### src/hw/rtl/pidsa_pkg.sv
package pidsa_pkg;

  localparam int unsigned PIX_W      = 14;
  localparam int unsigned GAIN_W     = 16;
  localparam int unsigned DRV_W      = 16;
  localparam int unsigned ERR_W      = PIX_W + 1;
  localparam int unsigned PD_W       = 33;
  localparam int unsigned GIE_W      = 31;
  localparam int unsigned ACC_EXTRA  = 17;
  localparam int unsigned CFG_IDX_W  = 3;
  localparam int unsigned CFG_DATA_W = 16;

  typedef enum logic [CFG_IDX_W-1:0] {
    CFG_SETPOINT    = 3'd0,
    CFG_SEP_THRESH  = 3'd1,
    CFG_GAIN_P      = 3'd2,
    CFG_GAIN_I      = 3'd3,
    CFG_GAIN_D      = 3'd4,
    CFG_DRIVE_UPPER = 3'd5,
    CFG_DRIVE_LOWER = 3'd6
  } cfg_idx_e;

  localparam logic [PIX_W-1:0]         SETPOINT_RST   = 14'd3520;
  localparam logic [PIX_W-1:0]         SEP_THRESH_RST = 14'd2400;
  localparam logic [GAIN_W-1:0]        GAIN_P_RST     = 16'd307;
  localparam logic [GAIN_W-1:0]        GAIN_I_RST     = 16'd26;
  localparam logic [GAIN_W-1:0]        GAIN_D_RST     = 16'd0;
  localparam logic signed [DRV_W-1:0]  UPPER_RST      = 16'sd6144;
  localparam logic signed [DRV_W-1:0]  LOWER_RST      = -16'sd6144;

  localparam logic signed [DRV_W-1:0]  DRIVE_MAX      = 16'sh7FFF;
  localparam logic signed [DRV_W-1:0]  DRIVE_MIN      = 16'sh8000;

  typedef struct packed {
    logic [PIX_W-1:0]        setpoint;
    logic [PIX_W-1:0]        sep_thresh;
    logic [GAIN_W-1:0]       gain_p;
    logic [GAIN_W-1:0]       gain_i;
    logic [GAIN_W-1:0]       gain_d;
    logic signed [DRV_W-1:0] drive_upper;
    logic signed [DRV_W-1:0] drive_lower;
  } cfg_t;

  // Word handed from the error stage to the integral stage.
  typedef struct packed {
    logic signed [ERR_W-1:0] err;
    logic                    active;
    logic signed [PD_W-1:0]  pd;
    logic signed [GIE_W-1:0] gie;
  } front_t;

endpackage

### src/hw/rtl/pidsa_front.sv
module pidsa_front import pidsa_pkg::*; (
  input  logic             clk_i,
  input  logic             rst_ni,
  input  cfg_t             cfg_i,
  input  logic             valid_i,
  output logic             ready_o,
  input  logic [PIX_W-1:0] feedback_pixel_i,
  output logic             valid_o,
  input  logic             ready_i,
  output front_t           word_o
);

  logic                    a_valid_q, a_valid_d;
  logic [PIX_W-1:0]        fb_q;
  logic                    b_valid_q, b_valid_d;
  front_t                  b_q, b_d;
  logic signed [ERR_W-1:0] prev_err_q;

  logic a_ready, b_ready, a_load, b_load;

  logic signed [ERR_W-1:0] err;
  logic [ERR_W-1:0]        err_mag;
  logic signed [ERR_W:0]   err_diff;
  logic signed [PD_W-1:0]  gp_x, gd_x, err_x, diff_x, prod_p, prod_d;
  logic signed [GIE_W-1:0] gi_x, err_g;

  assign b_ready = !b_valid_q || ready_i;
  assign a_ready = !a_valid_q || b_ready;
  assign a_load  = valid_i && a_ready;
  assign b_load  = a_valid_q && b_ready;

  always_comb begin
    err      = $signed({1'b0, cfg_i.setpoint}) - $signed({1'b0, fb_q});
    err_mag  = err[ERR_W-1] ? $unsigned(-err) : $unsigned(err);
    err_diff = $signed({err[ERR_W-1], err}) - $signed({prev_err_q[ERR_W-1], prev_err_q});

    gp_x   = $signed(PD_W'(cfg_i.gain_p));
    gd_x   = $signed(PD_W'(cfg_i.gain_d));
    err_x  = PD_W'(err);
    diff_x = PD_W'(err_diff);
    prod_p = gp_x * err_x;
    prod_d = gd_x * diff_x;

    gi_x  = $signed(GIE_W'(cfg_i.gain_i));
    err_g = GIE_W'(err);

    b_d.err    = err;
    b_d.active = (err_mag <= {1'b0, cfg_i.sep_thresh});
    b_d.pd     = prod_p + prod_d;
    b_d.gie    = gi_x * err_g;

    a_valid_d = a_load ? 1'b1 : (b_load ? 1'b0 : a_valid_q);
    b_valid_d = b_load ? 1'b1 : (ready_i ? 1'b0 : b_valid_q);
  end

  always_ff @(posedge clk_i or negedge rst_ni) begin
    if (!rst_ni) begin
      a_valid_q  <= 1'b0;
      b_valid_q  <= 1'b0;
      prev_err_q <= '0;
    end else begin
      a_valid_q <= a_valid_d;
      b_valid_q <= b_valid_d;
      if (b_load) begin
        prev_err_q <= err;
      end
    end
  end

  always_ff @(posedge clk_i) begin
    if (a_load) begin
      fb_q <= feedback_pixel_i;
    end
    if (b_load) begin
      b_q <= b_d;
    end
  end

  assign ready_o = a_ready;
  assign valid_o = b_valid_q;
  assign word_o  = b_q;

endmodule

### config.mk
export PLATFORM = sky130hd
export DESIGN_NAME = pidsa_front
export DESIGN_NICKNAME = d
export VERILOG_FILES = /design/src/hw/rtl/pidsa_pkg.sv /design/src/hw/rtl/pidsa_front.sv
export SDC_FILE = /design/constraint.sdc
export NUM_CORES = 2
export LEC_CHECK = 0
export BUFFER_PORTS_ARGS = -buffer_cell sky130_fd_sc_hd__buf_2
export CORE_ASPECT_RATIO = 1.75
export CORE_MARGIN = 5
export CORE_UTILIZATION = 35
export DETAILED_ROUTE_END_ITERATION = 6
export PLACE_DENSITY_LB_ADDON = 0.15
export SETUP_SLACK_MARGIN = 0.1
export SLEW_MARGIN = 40
export SYNTH_ARGS = -nofsm -noshare
export SYNTH_HDL_FRONTEND = slang
export SYNTH_SLANG_ARGS = --single-unit
export TNS_END_PERCENT = 5
### constraint.sdc
create_clock -name clk_i -period 10.1 [get_ports clk_i]
set_input_delay 2.02 -clock clk_i [delete_from_list [all_inputs] [get_ports clk_i]]
set_output_delay 2.02 -clock clk_i [all_outputs]
set_load 0.02 [all_outputs]
==> results.md <==
- Largest net degree at the start of global routing: a little over 60
- Die ar.: slightly above 0.09 mm2
- Max Buffers Root-to-Sink: 2
- Tcrit/Tclk final: 110%
- Primary FF master, synth: edfxtp_1
- Worst EP arrival: between 10 and 15 ns
- Worst setup margin: -1.01 ns
- GPL Wtd Cong: ~0.84
- Setup Slack @ Placement: -1.76 ns
- DP Wirelength: 72200 um
- Starting density of the core: 35.3%
- Initial antenna violation count: 8
- DP Area: around 0.034 mm2
- Max cap viols: 0
- Crit. End Element: flip-flop
- Outcome: complete, but fails checks
- Post-DR wirelength/cell: approximately 18 um
- WHS Endpoint: prev_err_q[2]
- GR Overflow Total: 0
- DIE HEIGHT: between 300 and 400 um
- Number of synthesized flops with an enable pin: 94
- Hold Vio Cnt, Final: 0
- Yosys warning count: 0
- Setup-failing EPs final: 17
- Hold path startpoint: prev_err_q[2]
- Critical Path Fanout Max: 8
- Cells on Worst Hold Path: 2
- Worst Skew: 0.0152 ns
- CTS tree: built
- Reg2Reg Capture Point: word_o[63]
- Met3 Routed Length: approximately 1900 um
- Slowest stage delay, CP: approximately 0.56 ns
- Hold Crit Class: flip-flop to flip-flop
- Total I/O pin count: 208
- Die X: approximately 230 um
- Distinct cells, synth: 65
- First-pass GRT wire length: between 100000 and 150000 um
- Rel. slew slack: 53.6%
- Gr usage total: about a fifth
- Root Driver: clkbuf_16
- Hold_buf cts: 0
- Cell mode on critical path: fa_1
- RR Startpoint: fb_q[2]
- R2R depth: 37
- Vias/cell: 4.66
- Routed Wire Length: approximately 86000 um
- Async S/R FF share, synth: approximately 15%
- Crit path launch type: primary input
- CP required: 10.29 ns
- Nets@finish: between 4000 and 5000
- Mapped Avg Cell Area: slightly above 9 um2
- Routed via count: roughly 22000
- DRT Pass-1 Iters: 4
- Commonest non-fill, non-tap cell in the layout: inv_1
- Failing checks: setup timing
- Net Count, Synth: ~4300
- CTS sink cnt: 111
- Mapped Area: ~0.030 mm2
- Vias in the first global route: 24700
- Commonest non-fill, non-tap cells in the layout: inv_1 (774), fa_1 (616), nand2_1 (462)
- Critical path class: primary input to flip-flop
- Fin util: between 40% and 50%
- First DRT Iteration DRCs: just under 700
- Core box area: between 0.08 and 0.09 mm2
- H-tree levels: 3
- Slowest-stage cell, CP: fa_1
- Final Cell Area: 0.0348 mm2
- Final number of max-transition violations: 0
- Share of the yosys chip area belonging to registers: approximately 11%
- Min cycle time layout: about 11 ns
- Met2 wire len: 48800 um
- FP Rows: 142
- Unrepaired setup endpoints after global routing: true
- Final setup TNS: -11.15 ns
- Port bufs: 175
- FF+latch count, synth: around 110
- Worst-path clk slew: roughly 0.10 ns
- R2R setup slack: ~0.33 ns
- M1 wire length: between 30000 and 40000 um
- Layout cells sized above 1: 14.1%
- Gate Count Post-Synth: between 3000 and 4000
- Number of CTS-inserted buffers: 9
- Drt drc: 0
- Detail Route Antenna Nets: 0
- Area growth, synth to finish: 15.1%
- Clk Latency, worst-skew pair: between 0.4 and 0.5 ns
- Slew @ Worst Pin: ~0.70 ns
- Fmax: ~90 MHz
- Top Metal Used: met5
## through the flow
| stage | cells | hold slack, ns |
|---|---|---|
| after floorplan | 3228 | 0.450 |
| after global placement | 4677 | 0.464 |
| after detailed placement | 4677 | 0.471 |
| after CTS | 4695 | 0.493 |
| after global routing | 4695 | 0.520 |
| final | 4697 | 0.489 |
## repair_timing
action,in CTS,in global routing
endpoints found under the setup margin,20,26
setup buffers,2,0
gates cloned,0,0
pin swaps,13,2
resized for setup,28,9
hold endpoints to repair,0,0
## cell usage after synthesis (10+ instances only)
cell        n  area [um2]
a211oi_1   12        90.1
a21o_1     25         188
a21oi_1    54         270
and2_1    231        1450
clkbuf_1  109         409
dfrtp_1    17         425
edfxtp_1   94        2820
fa_1      617       12400
ha_1      364        4550
inv_1     776        2910
nand2_1   462        1730
nand2b_1   26         163
nand3_1    14        70.1
nor2_1     86         323
nor2b_1    63         394
nor3_1     15        75.1
o21a_1     16         120
o21ai_0    49         245
o21bai_1   10        75.1
xnor2_1    66         578
xor2_1     22         193
## worst max path at each step
stage	start	end
finish	cfg_i[94]	word_o[63]
global route	cfg_i[94]	word_o[61]
CTS	cfg_i[94]	word_o[63]
detailed placement	cfg_i[94]	word_o[63]
global placement	cfg_i[94]	word_o[63]
floorplan	cfg_i[94]	word_o[63]
## layout make-up
class / instances / area (um2)
fillers: 8860 / 50900
multi-input cells: 2220 / 24000
flip-flops and latches: 111 / 3250
inverters: 778 / 2930
repair buffers: 418 / 2840
well taps: 1152 / 1440
clock buffers: 10 / 239
clock inverters: 6 / 83.8
diodes: 2 / 5.00
## flip-flops by register name, summed over array words and instances, names as in the netlist
register and count:
word_o 80, prev_err_q 15, fb_q 14, a_valid_q 1
valid_o 1
## cells by family after synthesis
family,Yosys count,synth area share (%)
adder cells (fa/ha/maj),981,56.0
AO/OA/AOI/OAI,211,4.55
buffers and inverters,897,11.2
multiplexers,1,0.0373
XOR/XNOR,89,2.61
flip-flops,111,10.8
AND/OR/NAND/NOR,938,14.9
## critical path, delay by kind of cell
kind | cells | cell delay, ns
xor+xnor | 3 | 0.44
simple gates | 5 | 0.87
buf+inv | 7 | 0.62
fa+ha+maj | 12 | 4.74
compound gates | 12 | 2.56
## layer usage
metal | up-vias | track usage, %
li1 | 10300 | -
met1 | 11300 | 21.4
met2 | 251 | 38.2
met3 | 85 | 2.00
met4 | 10 | 5.14
met5 | - | 0
Power is not shown: default switching activity piles up to over one toggle a cycle in this logic, so the estimate is an artifact.
