**src/hw/rtl/pidsa_pkg.sv**
```systemverilog
package pidsa_pkg;

  localparam int unsigned PIX_W      = 14;
  localparam int unsigned GAIN_W     = 16;
  localparam int unsigned DRV_W      = 16;
  localparam int unsigned ERR_W      = PIX_W + 1;
  localparam int unsigned PD_W       = 33;
  localparam int unsigned GIE_W      = 31;
  localparam int unsigned ACC_EXTRA  = 17;
  localparam int unsigned CFG_IDX_W  = 3;
  localparam int unsigned CFG_DATA_W = 16;

  typedef enum logic [CFG_IDX_W-1:0] {
    CFG_SETPOINT    = 3'd0,
    CFG_SEP_THRESH  = 3'd1,
    CFG_GAIN_P      = 3'd2,
    CFG_GAIN_I      = 3'd3,
    CFG_GAIN_D      = 3'd4,
    CFG_DRIVE_UPPER = 3'd5,
    CFG_DRIVE_LOWER = 3'd6
  } cfg_idx_e;

  localparam logic [PIX_W-1:0]         SETPOINT_RST   = 14'd3520;
  localparam logic [PIX_W-1:0]         SEP_THRESH_RST = 14'd2400;
  localparam logic [GAIN_W-1:0]        GAIN_P_RST     = 16'd307;
  localparam logic [GAIN_W-1:0]        GAIN_I_RST     = 16'd26;
  localparam logic [GAIN_W-1:0]        GAIN_D_RST     = 16'd0;
  localparam logic signed [DRV_W-1:0]  UPPER_RST      = 16'sd6144;
  localparam logic signed [DRV_W-1:0]  LOWER_RST      = -16'sd6144;

  localparam logic signed [DRV_W-1:0]  DRIVE_MAX      = 16'sh7FFF;
  localparam logic signed [DRV_W-1:0]  DRIVE_MIN      = 16'sh8000;

  typedef struct packed {
    logic [PIX_W-1:0]        setpoint;
    logic [PIX_W-1:0]        sep_thresh;
    logic [GAIN_W-1:0]       gain_p;
    logic [GAIN_W-1:0]       gain_i;
    logic [GAIN_W-1:0]       gain_d;
    logic signed [DRV_W-1:0] drive_upper;
    logic signed [DRV_W-1:0] drive_lower;
  } cfg_t;

  // Word handed from the error stage to the integral stage.
  typedef struct packed {
    logic signed [ERR_W-1:0] err;
    logic                    active;
    logic signed [PD_W-1:0]  pd;
    logic signed [GIE_W-1:0] gie;
  } front_t;

endpackage

```
**src/hw/rtl/pidsa_loop.sv**
```systemverilog
module pidsa_loop import pidsa_pkg::*; #(
  parameter int unsigned SCALE_DIVISOR = 220,
  parameter int unsigned SUM_WIDTH     = 32
) (
  input  logic                                clk_i,
  input  logic                                rst_ni,
  input  cfg_t                                cfg_i,
  input  logic                                valid_i,
  output logic                                ready_o,
  input  front_t                              word_i,
  output logic                                valid_o,
  input  logic                                ready_i,
  output logic signed [SUM_WIDTH+ACC_EXTRA-1:0] acc_o,
  output logic                                active_o
);

  localparam int unsigned ACC_W = SUM_WIDTH + ACC_EXTRA;
  localparam logic signed [SUM_WIDTH-1:0] SUM_MAX = {1'b0, {(SUM_WIDTH-1){1'b1}}};
  localparam logic signed [SUM_WIDTH-1:0] SUM_MIN = {1'b1, {(SUM_WIDTH-1){1'b0}}};
  localparam logic signed [ACC_W-1:0]     DIV     = ACC_W'(SCALE_DIVISOR);
  localparam logic signed [ACC_W-1:0]     ONE     = ACC_W'(1);

  logic                        c_valid_q, c_valid_d;
  logic signed [ACC_W-1:0]     acc_q;
  logic                        active_q;
  logic signed [SUM_WIDTH-1:0] sum_q, sum_d;
  logic signed [ACC_W-1:0]     iprod_q, iprod_d;
  logic signed [ACC_W-1:0]     prev_acc_q;
  logic signed [ACC_W-1:0]     mul_q, mul_d;
  logic                        busy_q;
  logic signed [ACC_W-1:0]     thr_hi_q, thr_hi_d, thr_lo_q, thr_lo_d;
  logic                        upper_top_q, upper_top_d, lower_bot_q, lower_bot_d;

  logic                        load;
  logic signed [ACC_W-1:0]     up_x, lo_x, up_scaled, lo_scaled;
  logic                        over, under, add, e_neg, e_pos;
  logic signed [SUM_WIDTH:0]   sum_try;
  logic                        ovf_pos, ovf_neg;
  logic signed [ACC_W-1:0]     gi_x, gi_top, gi_bot, gie_x, acc;

  assign ready_o = !c_valid_q || ready_i;
  assign load    = valid_i && ready_o;

  // Drive limits mapped onto the unscaled sum, so the next word can test
  // the previous drive without waiting for the divide.
  always_comb begin
    up_x        = ACC_W'(cfg_i.drive_upper);
    lo_x        = ACC_W'(cfg_i.drive_lower);
    up_scaled   = up_x * DIV;
    lo_scaled   = lo_x * DIV;
    thr_hi_d    = cfg_i.drive_upper[DRV_W-1] ? up_scaled + ONE : up_scaled + DIV;
    thr_lo_d    = (cfg_i.drive_lower[DRV_W-1] || cfg_i.drive_lower == '0) ?
                  lo_scaled - DIV : lo_scaled - ONE;
    upper_top_d = (cfg_i.drive_upper == DRIVE_MAX);
    lower_bot_d = (cfg_i.drive_lower == DRIVE_MIN);
  end

  always_comb begin
    over  = !upper_top_q && (prev_acc_q >= thr_hi_q);
    under = !lower_bot_q && (prev_acc_q <= thr_lo_q);
    e_neg = word_i.err[ERR_W-1];
    e_pos = !e_neg && (word_i.err != '0);
    if (over) begin
      add = e_neg;
    end else if (under) begin
      add = e_pos;
    end else begin
      add = 1'b1;
    end

    sum_try = $signed({sum_q[SUM_WIDTH-1], sum_q}) + (SUM_WIDTH+1)'(word_i.err);
    ovf_pos = !sum_try[SUM_WIDTH] && sum_try[SUM_WIDTH-1];
    ovf_neg = sum_try[SUM_WIDTH] && !sum_try[SUM_WIDTH-1];

    gi_x   = $signed(ACC_W'(cfg_i.gain_i));
    gi_top = (gi_x <<< (SUM_WIDTH-1)) - gi_x;
    gi_bot = -(gi_x <<< (SUM_WIDTH-1));
    gie_x  = ACC_W'(word_i.gie);

    // Track gain_i * sum incrementally so no multiplier sits in the loop.
    sum_d   = sum_q;
    iprod_d = iprod_q;
    if (word_i.active && add) begin
      if (ovf_pos) begin
        sum_d   = SUM_MAX;
        iprod_d = gi_top;
      end else if (ovf_neg) begin
        sum_d   = SUM_MIN;
        iprod_d = gi_bot;
      end else begin
        sum_d   = $signed(sum_try[SUM_WIDTH-1:0]);
        iprod_d = iprod_q + gie_x;
      end
    end

    acc   = ACC_W'(word_i.pd) + (word_i.active ? iprod_d : '0);
    mul_d = gi_x * ACC_W'(sum_q);

    c_valid_d = load ? 1'b1 : (ready_i ? 1'b0 : c_valid_q);
  end

  always_ff @(posedge clk_i or negedge rst_ni) begin
    if (!rst_ni) begin
      c_valid_q   <= 1'b0;
      sum_q       <= '0;
      iprod_q     <= '0;
      prev_acc_q  <= '0;
      mul_q       <= '0;
      busy_q      <= 1'b0;
      thr_hi_q    <= '0;
      thr_lo_q    <= '0;
      upper_top_q <= 1'b0;
      lower_bot_q <= 1'b0;
    end else begin
      c_valid_q   <= c_valid_d;
      mul_q       <= mul_d;
      busy_q      <= load;
      thr_hi_q    <= thr_hi_d;
      thr_lo_q    <= thr_lo_d;
      upper_top_q <= upper_top_d;
      lower_bot_q <= lower_bot_d;
      if (load) begin
        sum_q      <= sum_d;
        iprod_q    <= iprod_d;
        prev_acc_q <= acc;
      end else if (!busy_q) begin
        // resync the product after a gain change once the loop is quiet
        iprod_q <= mul_q;
      end
    end
  end

  always_ff @(posedge clk_i) begin
    if (load) begin
      acc_q    <= acc;
      active_q <= word_i.active;
    end
  end

  assign valid_o  = c_valid_q;
  assign acc_o    = acc_q;
  assign active_o = active_q;

endmodule

```
**config.mk**
```make
export PLATFORM = sky130hd
export DESIGN_NAME = pidsa_loop
export DESIGN_NICKNAME = d
export VERILOG_FILES = /design/src/hw/rtl/pidsa_pkg.sv /design/src/hw/rtl/pidsa_loop.sv
export SDC_FILE = /design/constraint.sdc
export NUM_CORES = 2
export LEC_CHECK = 0
export ABC_AREA = 1
export BUFFER_PORTS_ARGS = -buffer_cell sky130_fd_sc_hd__buf_2
export CORE_UTILIZATION = 55
export CTS_CLUSTER_SIZE = 10
export DETAILED_ROUTE_END_ITERATION = 8
export MAX_ROUTING_LAYER = met4
export PLACE_DENSITY = 0.78
export SYNTH_ARGS = -nofsm -noshare
export SYNTH_HDL_FRONTEND = slang
export SYNTH_SLANG_ARGS = --single-unit
```
**constraint.sdc**
```tcl
create_clock -name clk_i -period 18.2 [get_ports clk_i]
set_clock_uncertainty 0.15 [all_clocks]
set_input_delay 3.64 -clock clk_i [delete_from_list [all_inputs] [get_ports clk_i]]
set_output_delay 3.64 -clock clk_i [all_outputs]
set_load 0.1 [all_outputs]
```
==> flow_summary.ini <==
[global_route]
grt_pass1_wl_um = 230000
grt-ovfl-total = 0
grt_max_degree = 103
antenna_found_initial = 8
grt_util_all_layers_pct = 35.2
grt_pass1_vias = 41800

[critical_path]
critPathArrivalTime_ps = 10220
critical-path-max-stage-delay_ps = 530
crit_type = in -> reg
path_max_fanout = 49
critPathMostFrequentCell = a21oi_1
start_kind = primary input
cp-end-kind = flop
cpMaxStageDelayCell = xnor2_1
cp.required_ps = 18360

[clock_network]
cts_tree = yes
clock_latency_ps = 580
clk_path_buf_depth = 3
cts.repair.resized = 0
htree_levels = 2
clk_pin_slew_worst_paths_ps = 60
cts_sinks = 283
cts_setup_buffers = 0
cts_buffers = 39
cts-root-buf = clkbuf_16
hold_buffers = 0

[sta]
hold_viol = 0
setup_viol_count_final = 0
finalCritPeriodShare_pct = 55.3
report.final.slew_viol_count = 0
tns_ps = 0
maxSlewHeadroom_pct = 26.6
fmax_ghz = 0.0993
rsz0062_at_grt = no
worstMarginPinSlew_ps = 1100
period_minus_slack_ps = 10070

[synthesis]
syn-num-nets = 7567
syn_inst = 6350
synth_area_mm2 = 0.0471
yosysUniqueCellTypes = 63
yosys_register_bits = 283
synth_warnings = 0
synth_edf_count = 50
yosysSeqAreaShare_pct = 15.6
avgSynthCellArea_um2 = 7.42
async_reset_ff_share_pct = 82.3
ys.flop_type = dfrtp_1

[route]
wirelength_um = 146000
vias = 42000
wire_per_inst_um = 19.2
ant_nets = 0
remaining_drc_errors = 0
via_per_inst = 5.54
drt_iter0_drc = 4009
dr.pass1.iters = 6

[die]
fp.dieH_um = 295
start_util_pct = 55.5
die_w_um = 295
core_mm2 = 0.0850
fp-row-count = 107
die_area_mm2 = 0.0869
ios = 244

[flow_run]
drv_cap = 0

[finish]
final_core_util_pct = 58.8
layout-drive-gt1-share_pct = 5.60
final_cells = 7580
synthToLayoutAreaGrowth_pct = 6.07
fin_nets = 7620

[run_status]
status = finished clean

[hold_path]
min_path_type = reg -> reg

[placement]
gp_congestion = 1.04
placed_cells = 7506
io_buffers = 183
dpl.hpwl_um = 116000
registers in the layout, indices dropped and copies added, names as in the netlist, 25 cells and up:
register    count
acc_o          49
iprod_q        49
mul_q          49
prev_acc_q     49
sum_q          32
thr_hi_q       25
thr_lo_q       25
worst max-delay path, delay by kind of cell:
| kind | cells | cell delay, ps |
|---|---|---|
| fa+ha+maj | 2 | 810 |
| xor+xnor | 1 | 530 |
| simple gates | 11 | 2080 |
| compound gates | 11 | 2310 |
| buf+inv | 3 | 760 |
cell type report:
type / count / area, um^2
Sequential cell: 283 / 7330
Fill cell: 7721 / 35000
Clock inverter: 13 / 98.8
Timing Repair Buffer: 212 / 1140
Multi-Input combinational cell: 4498 / 33800
Tap cell: 1144 / 1430
Antenna cell: 9 / 22.5
Clock buffer: 52 / 1050
Inverter: 1369 / 5140
cell families (layout without fill, tap and decap cells):
family	after synthesis	count (layout)	share of synthesized area, %
other	0	9	0
adder cells (fa/ha/maj)	1025	1025	36.4
flip-flops	283	283	15.6
buffers and inverters	1569	1646	12.8
XOR/XNOR	252	252	4.70
AO/OA/AOI/OAI	832	832	9.91
AND/OR/NAND/NOR	2389	2389	20.6
worst paths after layout:
check / from / end / slack [ps] / depth (start not counted)
worst max-delay path: word_i[79] / acc_o[42]$_DFFE_PP_ / 8130 / 28
max in group asynchronous: rst_ni / thr_lo_q[12]$_DFF_PN0_ / 13440 / 2
min in group asynchronous: rst_ni / valid_o$_DFFE_PN0P_ / 2870 / 1
worst min register to register: mul_q[7]$_DFF_PN0_ / iprod_q[7]$_DFFE_PN0P_ / 350 / 2
worst max register to register: sum_q[0]$_DFFE_PN0P_ / acc_o[46]$_DFFE_PP_ / 10420 / 33
worst min-delay path: mul_q[7]$_DFF_PN0_ / iprod_q[7]$_DFFE_PN0P_ / 350 / 2
cells in the mapped netlist, types with 14 or more instances:
cell type | instances | area share, %
ha_1 | 449 | 12
fa_1 | 576 | 24
o211ai_1 | 22 | 0.35
nor4_1 | 19 | 0.25
inv_1 | 1361 | 11
nand4_1 | 40 | 0.53
buf_2 | 21 | 0.22
and2_1 | 16 | 0.21
buf_1 | 17 | 0.14
xor2_1 | 155 | 2.9
o21ai_0 | 224 | 2.4
o21bai_1 | 22 | 0.35
a21oi_1 | 353 | 3.7
o21a_1 | 14 | 0.22
nand2_1 | 1593 | 13
nor2_1 | 426 | 3.4
nand2_2 | 20 | 0.27
o21ai_1 | 44 | 0.47
a31oi_1 | 56 | 0.74
a21o_1 | 33 | 0.53
xnor2_1 | 96 | 1.8
edfxtp_1 | 50 | 3.2
dfrtp_1 | 233 | 12
nand3_1 | 177 | 1.9
clkbuf_1 | 142 | 1.1
nor3_1 | 37 | 0.39
stage by stage:
step / instance area, um^2 / setup slack, ps / hold WS (ps)
4_1_cts: 50000 / 8350 / 359
6_report: 50000 / 8130 / 348
3_5_place_dp: 48800 / 7780 / 340
3_3_place_gp: 48800 / 7830 / 333
5_1_grt: 50000 / 7630 / 381
2_1_floorplan: 47100 / 8930 / 317
metal layers:
metal / part of all wire, % / up-vias / global-route usage, % / wire length (um)
li1: - / 19600 / - / -
met1: 41 / 20200 / 45.8 / 60000
met2: 45 / 1882 / 54.2 / 65700
met3: 9.4 / 359 / 6.96 / 13700
met4: 4.2 / 0 / 13.3 / 6170
met5: 0 / - / - / 0
layout by cell type (no fill, tap or decap), drive strengths merged, types with 2 or more instances in the layout:
master       n
clkinvlp     4
nor4        19
o31ai        2
nor3        41
o221ai      11
nand3b       2
a31oi       56
a21boi       8
inv       1368
o21a        14
a211oi       5
buf        212
xor2       156
and2        17
xnor2       96
nand2     1617
o21bai      22
and3         9
o21ai      280
nand3      180
a31o         2
o211ai      24
a21oi      355
clkbuf      52
diode        9
a22oi       10
a21o        33
or2         15
a221oi       2
edfxtp      50
fa         576
nor2       445
clkinv      10
ha         449
o22ai        6
nand4       42
dfrtp      233
Power is left out: the tool's default activity adds up to more than one toggle a clock period on the data nets, which glitch-free logic cannot reach.
