[config.mk]
export PLATFORM = sky130hd
export DESIGN_NAME = pidsa_cfg
export DESIGN_NICKNAME = d
export VERILOG_FILES = /design/src/hw/rtl/pidsa_pkg.sv /design/src/hw/rtl/pidsa_cfg.sv
export SDC_FILE = /design/constraint.sdc
export NUM_CORES = 1
export LEC_CHECK = 0
export BUFFER_PORTS_ARGS = -buffer_cell sky130_fd_sc_hd__buf_2
export CORE_MARGIN = 2
export CORE_UTILIZATION = 51
export CTS_CLUSTER_SIZE = 8
export DETAILED_ROUTE_END_ITERATION = 8
export PLACE_DENSITY = 0.77
export SLEW_MARGIN = 20
export SYNTH_ARGS = -nofsm -noshare
export SYNTH_HDL_FRONTEND = slang
export SYNTH_SLANG_ARGS = --single-unit
[constraint.sdc]
create_clock -name clk_i -period 0.9 [get_ports clk_i]
set_input_delay 0 -clock clk_i [delete_from_list [all_inputs] [get_ports clk_i]]
set_output_delay 0 -clock clk_i [all_outputs]
set_load 0.02 [all_outputs]
[src/hw/rtl/pidsa_pkg.sv]
package pidsa_pkg;

  localparam int unsigned PIX_W      = 14;
  localparam int unsigned GAIN_W     = 16;
  localparam int unsigned DRV_W      = 16;
  localparam int unsigned ERR_W      = PIX_W + 1;
  localparam int unsigned PD_W       = 33;
  localparam int unsigned GIE_W      = 31;
  localparam int unsigned ACC_EXTRA  = 17;
  localparam int unsigned CFG_IDX_W  = 3;
  localparam int unsigned CFG_DATA_W = 16;

  typedef enum logic [CFG_IDX_W-1:0] {
    CFG_SETPOINT    = 3'd0,
    CFG_SEP_THRESH  = 3'd1,
    CFG_GAIN_P      = 3'd2,
    CFG_GAIN_I      = 3'd3,
    CFG_GAIN_D      = 3'd4,
    CFG_DRIVE_UPPER = 3'd5,
    CFG_DRIVE_LOWER = 3'd6
  } cfg_idx_e;

  localparam logic [PIX_W-1:0]         SETPOINT_RST   = 14'd3520;
  localparam logic [PIX_W-1:0]         SEP_THRESH_RST = 14'd2400;
  localparam logic [GAIN_W-1:0]        GAIN_P_RST     = 16'd307;
  localparam logic [GAIN_W-1:0]        GAIN_I_RST     = 16'd26;
  localparam logic [GAIN_W-1:0]        GAIN_D_RST     = 16'd0;
  localparam logic signed [DRV_W-1:0]  UPPER_RST      = 16'sd6144;
  localparam logic signed [DRV_W-1:0]  LOWER_RST      = -16'sd6144;

  localparam logic signed [DRV_W-1:0]  DRIVE_MAX      = 16'sh7FFF;
  localparam logic signed [DRV_W-1:0]  DRIVE_MIN      = 16'sh8000;

  typedef struct packed {
    logic [PIX_W-1:0]        setpoint;
    logic [PIX_W-1:0]        sep_thresh;
    logic [GAIN_W-1:0]       gain_p;
    logic [GAIN_W-1:0]       gain_i;
    logic [GAIN_W-1:0]       gain_d;
    logic signed [DRV_W-1:0] drive_upper;
    logic signed [DRV_W-1:0] drive_lower;
  } cfg_t;

  // Word handed from the error stage to the integral stage.
  typedef struct packed {
    logic signed [ERR_W-1:0] err;
    logic                    active;
    logic signed [PD_W-1:0]  pd;
    logic signed [GIE_W-1:0] gie;
  } front_t;

endpackage

[src/hw/rtl/pidsa_cfg.sv]
module pidsa_cfg import pidsa_pkg::*; (
  input  logic                  clk_i,
  input  logic                  rst_ni,
  input  logic                  cfg_we_i,
  input  logic [CFG_IDX_W-1:0]  cfg_idx_i,
  input  logic [CFG_DATA_W-1:0] cfg_wdata_i,
  output cfg_t                  cfg_o
);

  cfg_t cfg_q, cfg_d;

  always_comb begin
    cfg_d = cfg_q;
    if (cfg_we_i) begin
      unique case (cfg_idx_e'(cfg_idx_i))
        CFG_SETPOINT:    cfg_d.setpoint    = cfg_wdata_i[PIX_W-1:0];
        CFG_SEP_THRESH:  cfg_d.sep_thresh  = cfg_wdata_i[PIX_W-1:0];
        CFG_GAIN_P:      cfg_d.gain_p      = cfg_wdata_i[GAIN_W-1:0];
        CFG_GAIN_I:      cfg_d.gain_i      = cfg_wdata_i[GAIN_W-1:0];
        CFG_GAIN_D:      cfg_d.gain_d      = cfg_wdata_i[GAIN_W-1:0];
        CFG_DRIVE_UPPER: cfg_d.drive_upper = $signed(cfg_wdata_i[DRV_W-1:0]);
        CFG_DRIVE_LOWER: cfg_d.drive_lower = $signed(cfg_wdata_i[DRV_W-1:0]);
        default: begin
          // drop writes to unmapped indexes
          cfg_d = cfg_q;
        end
      endcase
    end
  end

  always_ff @(posedge clk_i or negedge rst_ni) begin
    if (!rst_ni) begin
      cfg_q <= '{setpoint:    SETPOINT_RST,
                 sep_thresh:  SEP_THRESH_RST,
                 gain_p:      GAIN_P_RST,
                 gain_i:      GAIN_I_RST,
                 gain_d:      GAIN_D_RST,
                 drive_upper: UPPER_RST,
                 drive_lower: LOWER_RST};
    end else begin
      cfg_q <= cfg_d;
    end
  end

  assign cfg_o = cfg_q;

endmodule

==> results of run 1 <==
logic make-up after synthesis:
family | Yosys count
buffers and inverters | 11
DFF | 108
muxes | 108
and+or+nand+nor | 7
synthesized netlist by cell type:
master / number
dfstp_2: 23
dfrtp_1: 85
buf_12: 3
nand4b_2: 3
nor4b_4: 1
and4bb_1: 3
buf_6: 6
mux2_4: 30
mux2_2: 78
buf_4: 1
clkbuf_2: 1
stage by stage:
| stage | worst slack [ns] | power, uW | cells |
|---|---|---|---|
| after floorplan | -0.156 | 9300 | 234 |
| after global placement | -0.227 | 10800 | 479 |
| after detailed placement | -0.271 | 11000 | 479 |
| after CTS | -0.163 | 15700 | 537 |
| after global routing | -0.193 | 16700 | 544 |
| final | -0.167 | 16000 | 544 |
worst min path at each step:
stage | startpoint | end | slack, ns
after floorplan | rst_ni | cfg_o[0] | -0.30
after global placement | rst_ni | cfg_o[22] | 0.003
after detailed placement | rst_ni | cfg_o[43] | 0.004
after CTS | rst_ni | cfg_o[3] | 0.16
after global routing | rst_ni | cfg_o[43] | 0.16
final | rst_ni | cfg_o[43] | 0.16
repair_timing:
item,in CTS,in global routing
pin swaps,0,0
endpoints found under the hold margin,216,0
hold buffers,17,0
setup endpoints to repair,108,131
resized for setup,218,23
setup buffers,25,7
power by group through the flow:
stage          combinational [uW]  sequential [uW]  clock [uW]
6_report                     6210             7020        2800
5_1_grt                      6530             7120        3080
4_1_cts                      5930             6910        2830
3_5_place_dp                 4230             6750           0
3_3_place_gp                 4140             6690           0
2_1_floorplan                1250             8060           0
cell type report:
class / count / area (sq um) / area share [%]
Sequential cell: 108 / 2730 / 41.4
Timing Repair Buffer: 200 / 2090 / 31.7
Multi-Input combinational cell: 115 / 1470 / 22.2
Tap cell: 105 / 131 / 1.99
Clock buffer: 10 / 128 / 1.93
Clock inverter: 6 / 55.1 / 0.833
metal layers:
layer	share of wire, %	vias to the layer above	track usage, %
li1	-	1232	-
met1	42	1413	30.6
met2	51	98	41.6
met3	5.6	16	6.26
met4	1.3	0	6.55
met5	0	-	0
worst register-to-register path: stages (launching register included):
cell and delay, ns:
dfrtp_1 0.44, buf_6 0.13, mux2_4 0.26
==> impl_metrics.py, run 1 <==
metrics = {
    "run_status": {
        "outcome": "finished with violations",
        "violations": "setup timing",
    },
    "routing": {
        "first_iter_violations": 91,
        "ant_nets": 0,
        "wl_per_cell_microns": 20.5,
        "via_per_inst": 5.07,
        "vias": 2759,
        "first_pass_iters": 4,
        "remaining_drc_errors": 0,
        "routed_wirelength_mm": 11.1,
    },
    "layout": {
        "fill_cells": 424,
        "drive_above_1_share_pct": 75.9,
        "final_area_sq_mm": 0.00661,
        "layout_common_cells": "buf_6 (130), dfrtp_1 (85), mux2_2 (70), mux2_4 (38), buf_4 (24)",
        "final_core_util_pct": 80.4,
        "antenna_cells": 0,
        "largest_reg_flops": 108,
        "final_common_cell": "buf_6",
        "nets": 456,
        "syn2layout_area_growth_pct": 53.4,
    },
    "critical_path": {
        "r2r_start": "cfg_o[99]",
        "crit_path_end_kind": "primary output",
        "crit_buf_inv": 1,
        "crit_arrival_ns": 1.07,
        "rr_endpoint": "cfg_o[99]",
        "crit_path_end": "cfg_o[85]",
        "regToRegSetupSlack_ns": -0.03,
        "max_stage_delay_ns": 0.58,
        "crit_fanout": 2,
        "cp_top_family": "flip-flops",
        "cp-startpoint": "cfg_o[85]",
        "critPathLaunchType": "flop",
        "slowest_stage": "dfstp_2",
        "worstPathRequired_ns": 0.90,
        "path_depth": 1,
        "crit_type": "flop to primary output",
        "crit_chain": "buf_6",
        "ff2ff_path_depth": 2,
    },
    "clock_tree": {
        "clk_pin_slew_worst_paths_ns": 0.11,
        "cts_tree": "done",
        "cts-htree-levels": 3,
        "clock_path_buffers": 2,
        "cts_root_buf": "clkbuf_8",
        "cts_num_sinks": 108,
        "numCtsBuffers": 9,
        "clkLatencyLatePin_ns": 0.36,
    },
    "power": {
        "power_switching_share_pct": 32.6,
        "ir_worst_vdd_v": 0.00169,
        "power_frac_clock_pct": 17.5,
        "pwr-share-seq_pct": 43.8,
        "switching_power_uw": 5230,
        "p_comb_share_pct": 38.8,
        "p_int_uw": 10800,
        "power_density_mw_per_mm2": 2430,
        "leakage_uw": 0.00311,
    },
    "floorplan": {
        "die-area_sq_mm": 0.00920,
        "die_w_microns": 95.9,
        "design.core.area_sq_mm": 0.00822,
        "rows": 33,
        "top_level_ports": 130,
        "start_util_pct": 52.4,
        "die_y_microns": 95.9,
    },
    "grt": {
        "antenna_found_initial": 0,
        "grt_pass1_vias": 2999,
        "grt_use_total_pct": 24.3,
        "grt_pass1_wl_mm": 16.3,
        "grt_max_degree": 58,
        "overflow": 0,
    },
    "timing": {
        "final_hold_viol_count": 0,
        "finalCritPeriodShare_pct": 119,
        "max-slew-margin-rel_pct": 80.4,
        "setup_viol": 125,
        "clock.fmax_ghz": 0.937,
        "slew_violations": 0,
        "tightest_slew_ns": 0.294,
        "fin_skew_ns": 0,
        "min_period_ns": 1.07,
        "setup_tns_ns": -5.26,
        "setup_slack_ns": -0.167,
        "hold_ws_ns": 0.158,
        "rsz0062_at_grt": "yes",
    },
    "placement": {
        "place.gp.congestion": 0.730,
        "io_buffers": 129,
        "placed_area_sq_mm": 0.00524,
        "dpl.hpwl_mm": 6.74,
    },
    "logic_synthesis": {
        "synth_area_sq_mm": 0.00431,
        "ys_ff_latch": 108,
        "synth_compound_area_share_pct": 0,
        "synthesis.nets": 256,
        "yosysSeqAreaShare_pct": 63.4,
        "syn_avg_cell_area_sq_um": 18.4,
        "synth_top_family_by_area": "multiplexers",
        "synthCells": 234,
        "yosysUniqueCellTypes": 11,
        "yosysWarnings": 0,
        "muxShareOfSynthArea_pct": 30.9,
        "synth-simple-area-share_pct": 2.47,
        "synth_adder_area_share_pct": 0,
        "synth.area.top_cells": "dfrtp_1 (49%), mux2_2 (20%), dfstp_2 (14%)",
        "synth-xor-area-share_pct": 0,
        "synth_top_area_cell": "dfrtp_1",
        "synth_top_area_share_pct": 49.4,
    },
    "hold_path": {
        "hp-class": "primary input to asynchronous set/reset pin",
    },
    "flow_run": {
        "max_cap_viol_count": 0,
    },
}
Note: power is estimated with default switching activity, not from simulation.
==> run 2: changes to the inputs <==
--- a/config.mk
+++ b/config.mk
@@ -6,11 +6,10 @@
 export NUM_CORES = 1
 export LEC_CHECK = 0
 export BUFFER_PORTS_ARGS = -buffer_cell sky130_fd_sc_hd__buf_2
-export CORE_MARGIN = 2
-export CORE_UTILIZATION = 51
+export CORE_UTILIZATION = 35
 export CTS_CLUSTER_SIZE = 8
 export DETAILED_ROUTE_END_ITERATION = 8
-export PLACE_DENSITY = 0.77
+export PLACE_DENSITY = 0.56
 export SLEW_MARGIN = 20
 export SYNTH_ARGS = -nofsm -noshare
 export SYNTH_HDL_FRONTEND = slang
==> run 2 against run 1 <==
  * The flow still finishes with violations (setup timing)
  * First-iteration DRC count fell by 1.1%
  * Register-to-register slack barely moved
  * Utilization fell by 25 points
  * Cell count rose by 5.5%
  * Critical path depth did not move
  * Clock skew did not move
  * Routed wire length fell by 5.6%
  * Largest power group unchanged
  * Highest routed layer unchanged
==> impl_metrics.py, run 2 (same netlist as run 1, synthesis figures left out) <==
metrics = {
    "grt": {
        "grt_pass1_wl_mm": 16.1,
        "antenna_found_initial": 0,
        "overflow": 0,
        "grt_pass1_vias": 2854,
        "grt_use_total_pct": 17.1,
        "grt_max_degree": 37,
    },
    "timing": {
        "slew_violations": 0,
        "finalCritPeriodShare_pct": 115,
        "min_period_ns": 1.03,
        "rsz0062_at_grt": "yes",
        "max-slew-margin-rel_pct": 85.5,
        "clock.fmax_ghz": 0.968,
        "setup_viol": 38,
        "tightest_slew_ns": 0.217,
        "final_hold_viol_count": 0,
        "setup_slack_ns": -0.133,
        "setup_tns_ns": -2.50,
        "fin_skew_ns": 0,
    },
    "routing": {
        "vias": 2707,
        "wl_per_cell_microns": 18.3,
        "routed_wirelength_mm": 10.5,
        "via_per_inst": 4.72,
        "first_pass_iters": 4,
        "ant_nets": 0,
        "first_iter_violations": 90,
        "remaining_drc_errors": 0,
    },
    "run_status": {
        "outcome": "finished with violations",
        "violations": "setup timing",
    },
    "power": {
        "finalPower_uw": 16900,
        "power_density_mw_per_mm2": 2540,
        "ir_worst_vdd_v": 0.00146,
        "leakage_uw": 0.00310,
    },
    "clock_tree": {
        "clock_path_buffers": 2,
        "cts_tree": "done",
        "cts-htree-levels": 3,
        "cts_num_sinks": 108,
        "numCtsBuffers": 9,
        "clkLatencyLatePin_ns": 0.35,
        "cts_root_buf": "clkbuf_16",
        "clk_pin_slew_worst_paths_ns": 0.07,
    },
    "floorplan": {
        "die_y_microns": 113,
        "die-area_sq_mm": 0.0128,
        "rows": 40,
        "start_util_pct": 35.9,
        "design.core.area_sq_mm": 0.0120,
        "top_level_ports": 130,
        "die_w_microns": 113,
    },
    "critical_path": {
        "worstPathRequired_ns": 0.90,
        "cp_top_family": "flip-flops",
        "critPathLaunchType": "flop",
        "max_stage_delay_ns": 0.56,
        "r2r_start": "cfg_o[37]",
        "cp-startpoint": "cfg_o[91]",
        "crit_fanout": 2,
        "ff2ff_path_depth": 2,
        "slowest_stage": "dfstp_2",
        "crit_arrival_ns": 1.03,
        "crit_type": "flop to primary output",
        "regToRegSetupSlack_ns": -0.02,
        "crit_chain": "buf_6",
        "crit_path_end": "cfg_o[91]",
        "rr_endpoint": "cfg_o[37]",
        "crit_buf_inv": 1,
        "path_depth": 1,
        "crit_path_end_kind": "primary output",
    },
    "layout": {
        "antenna_cells": 0,
        "syn2layout_area_growth_pct": 54.5,
        "layout_common_cells": "buf_6 (130), dfrtp_1 (85), mux2_2 (72), mux2_4 (36), dfstp_2 (23)",
        "final_common_cell": "buf_6",
        "nets": 446,
        "final_core_util_pct": 55.4,
        "largest_reg_flops": 108,
        "drive_above_1_share_pct": 75.9,
    },
    "placement": {
        "dpl.hpwl_mm": 6.90,
        "place_worst_setup_slack_ns": -0.289,
        "place.gp.congestion": 0.685,
        "io_buffers": 129,
    },
    "flow_run": {
        "max_cap_viol_count": 0,
    },
    "hold_path": {
        "hp-class": "primary input to flop",
    },
}
==> run 2: cell count changes in the layout (fill, tap and decap cells not counted), moves of 2 or more <==
cell	delta
clkbuf_8	-8
inv_8	-2
dlygate4sd3_1	-4
buf_4	-5
mux2_2	+2
clkbuf_16	+9
mux2_4	-2
==> run 2: worst min-delay path by stage <==
stage	startpoint	end	slack, ns	cells past startpoint
2_1_floorplan	rst_ni	cfg_o[0]	-0.30	0
3_3_place_gp	rst_ni	cfg_o[9]	-0.14	1
3_5_place_dp	rst_ni	cfg_o[9]	-0.14	1
4_1_cts	cfg_wdata_i[11]	cfg_o[43]	0.00005	2
5_1_grt	cfg_wdata_i[11]	cfg_o[43]	0.01	2
6_report	cfg_wdata_i[11]	cfg_o[43]	0.01	2
==> run 2: final cells by class <==
cell class,count,area (sq um)
clock inverter,2,37.5
clock buffer,12,246
tap,147,184
fill,936,5360
sequential,108,2730
multi-input combinational,115,1460
timing repair buffer,190,2000
==> run 2: through the flow <==
| step | cell area, sq um | hold WS [ns] | instances |
|---|---|---|---|
| 5_1_grt | 6650 | 0.0134 | 574 |
| 2_1_floorplan | 4340 | -0.296 | 234 |
| 6_report | 6650 | 0.0142 | 574 |
| 3_3_place_gp | 5240 | -0.136 | 515 |
| 4_1_cts | 6360 | 0.0000525 | 571 |
| 3_5_place_dp | 5240 | -0.139 | 515 |
==> run 2: per-layer routing <==
layer | global-route usage, % | routed length [microns]
met5 | 0 | 0
met4 | 4.30 | 109
met3 | 7.77 | 797
met2 | 24.6 | 4700
met1 | 23.4 | 4910
==> run 2: what timing repair did <==
action | CTS | global route
gates resized for setup | 157 | 82
setup endpoints to repair | 81 | 133
buffers inserted | 29 | 3
endpoints found under the hold margin | 186 | 0
hold buffers | 13 | 0
==> run 2: report_power, final <==
| part | internal (uW) | switching [uW] |
|---|---|---|
| logic | 3600 | 2490 |
| registers | 6100 | 850 |
| clock network | 2210 | 1680 |
| total | 11900 | 5020 |
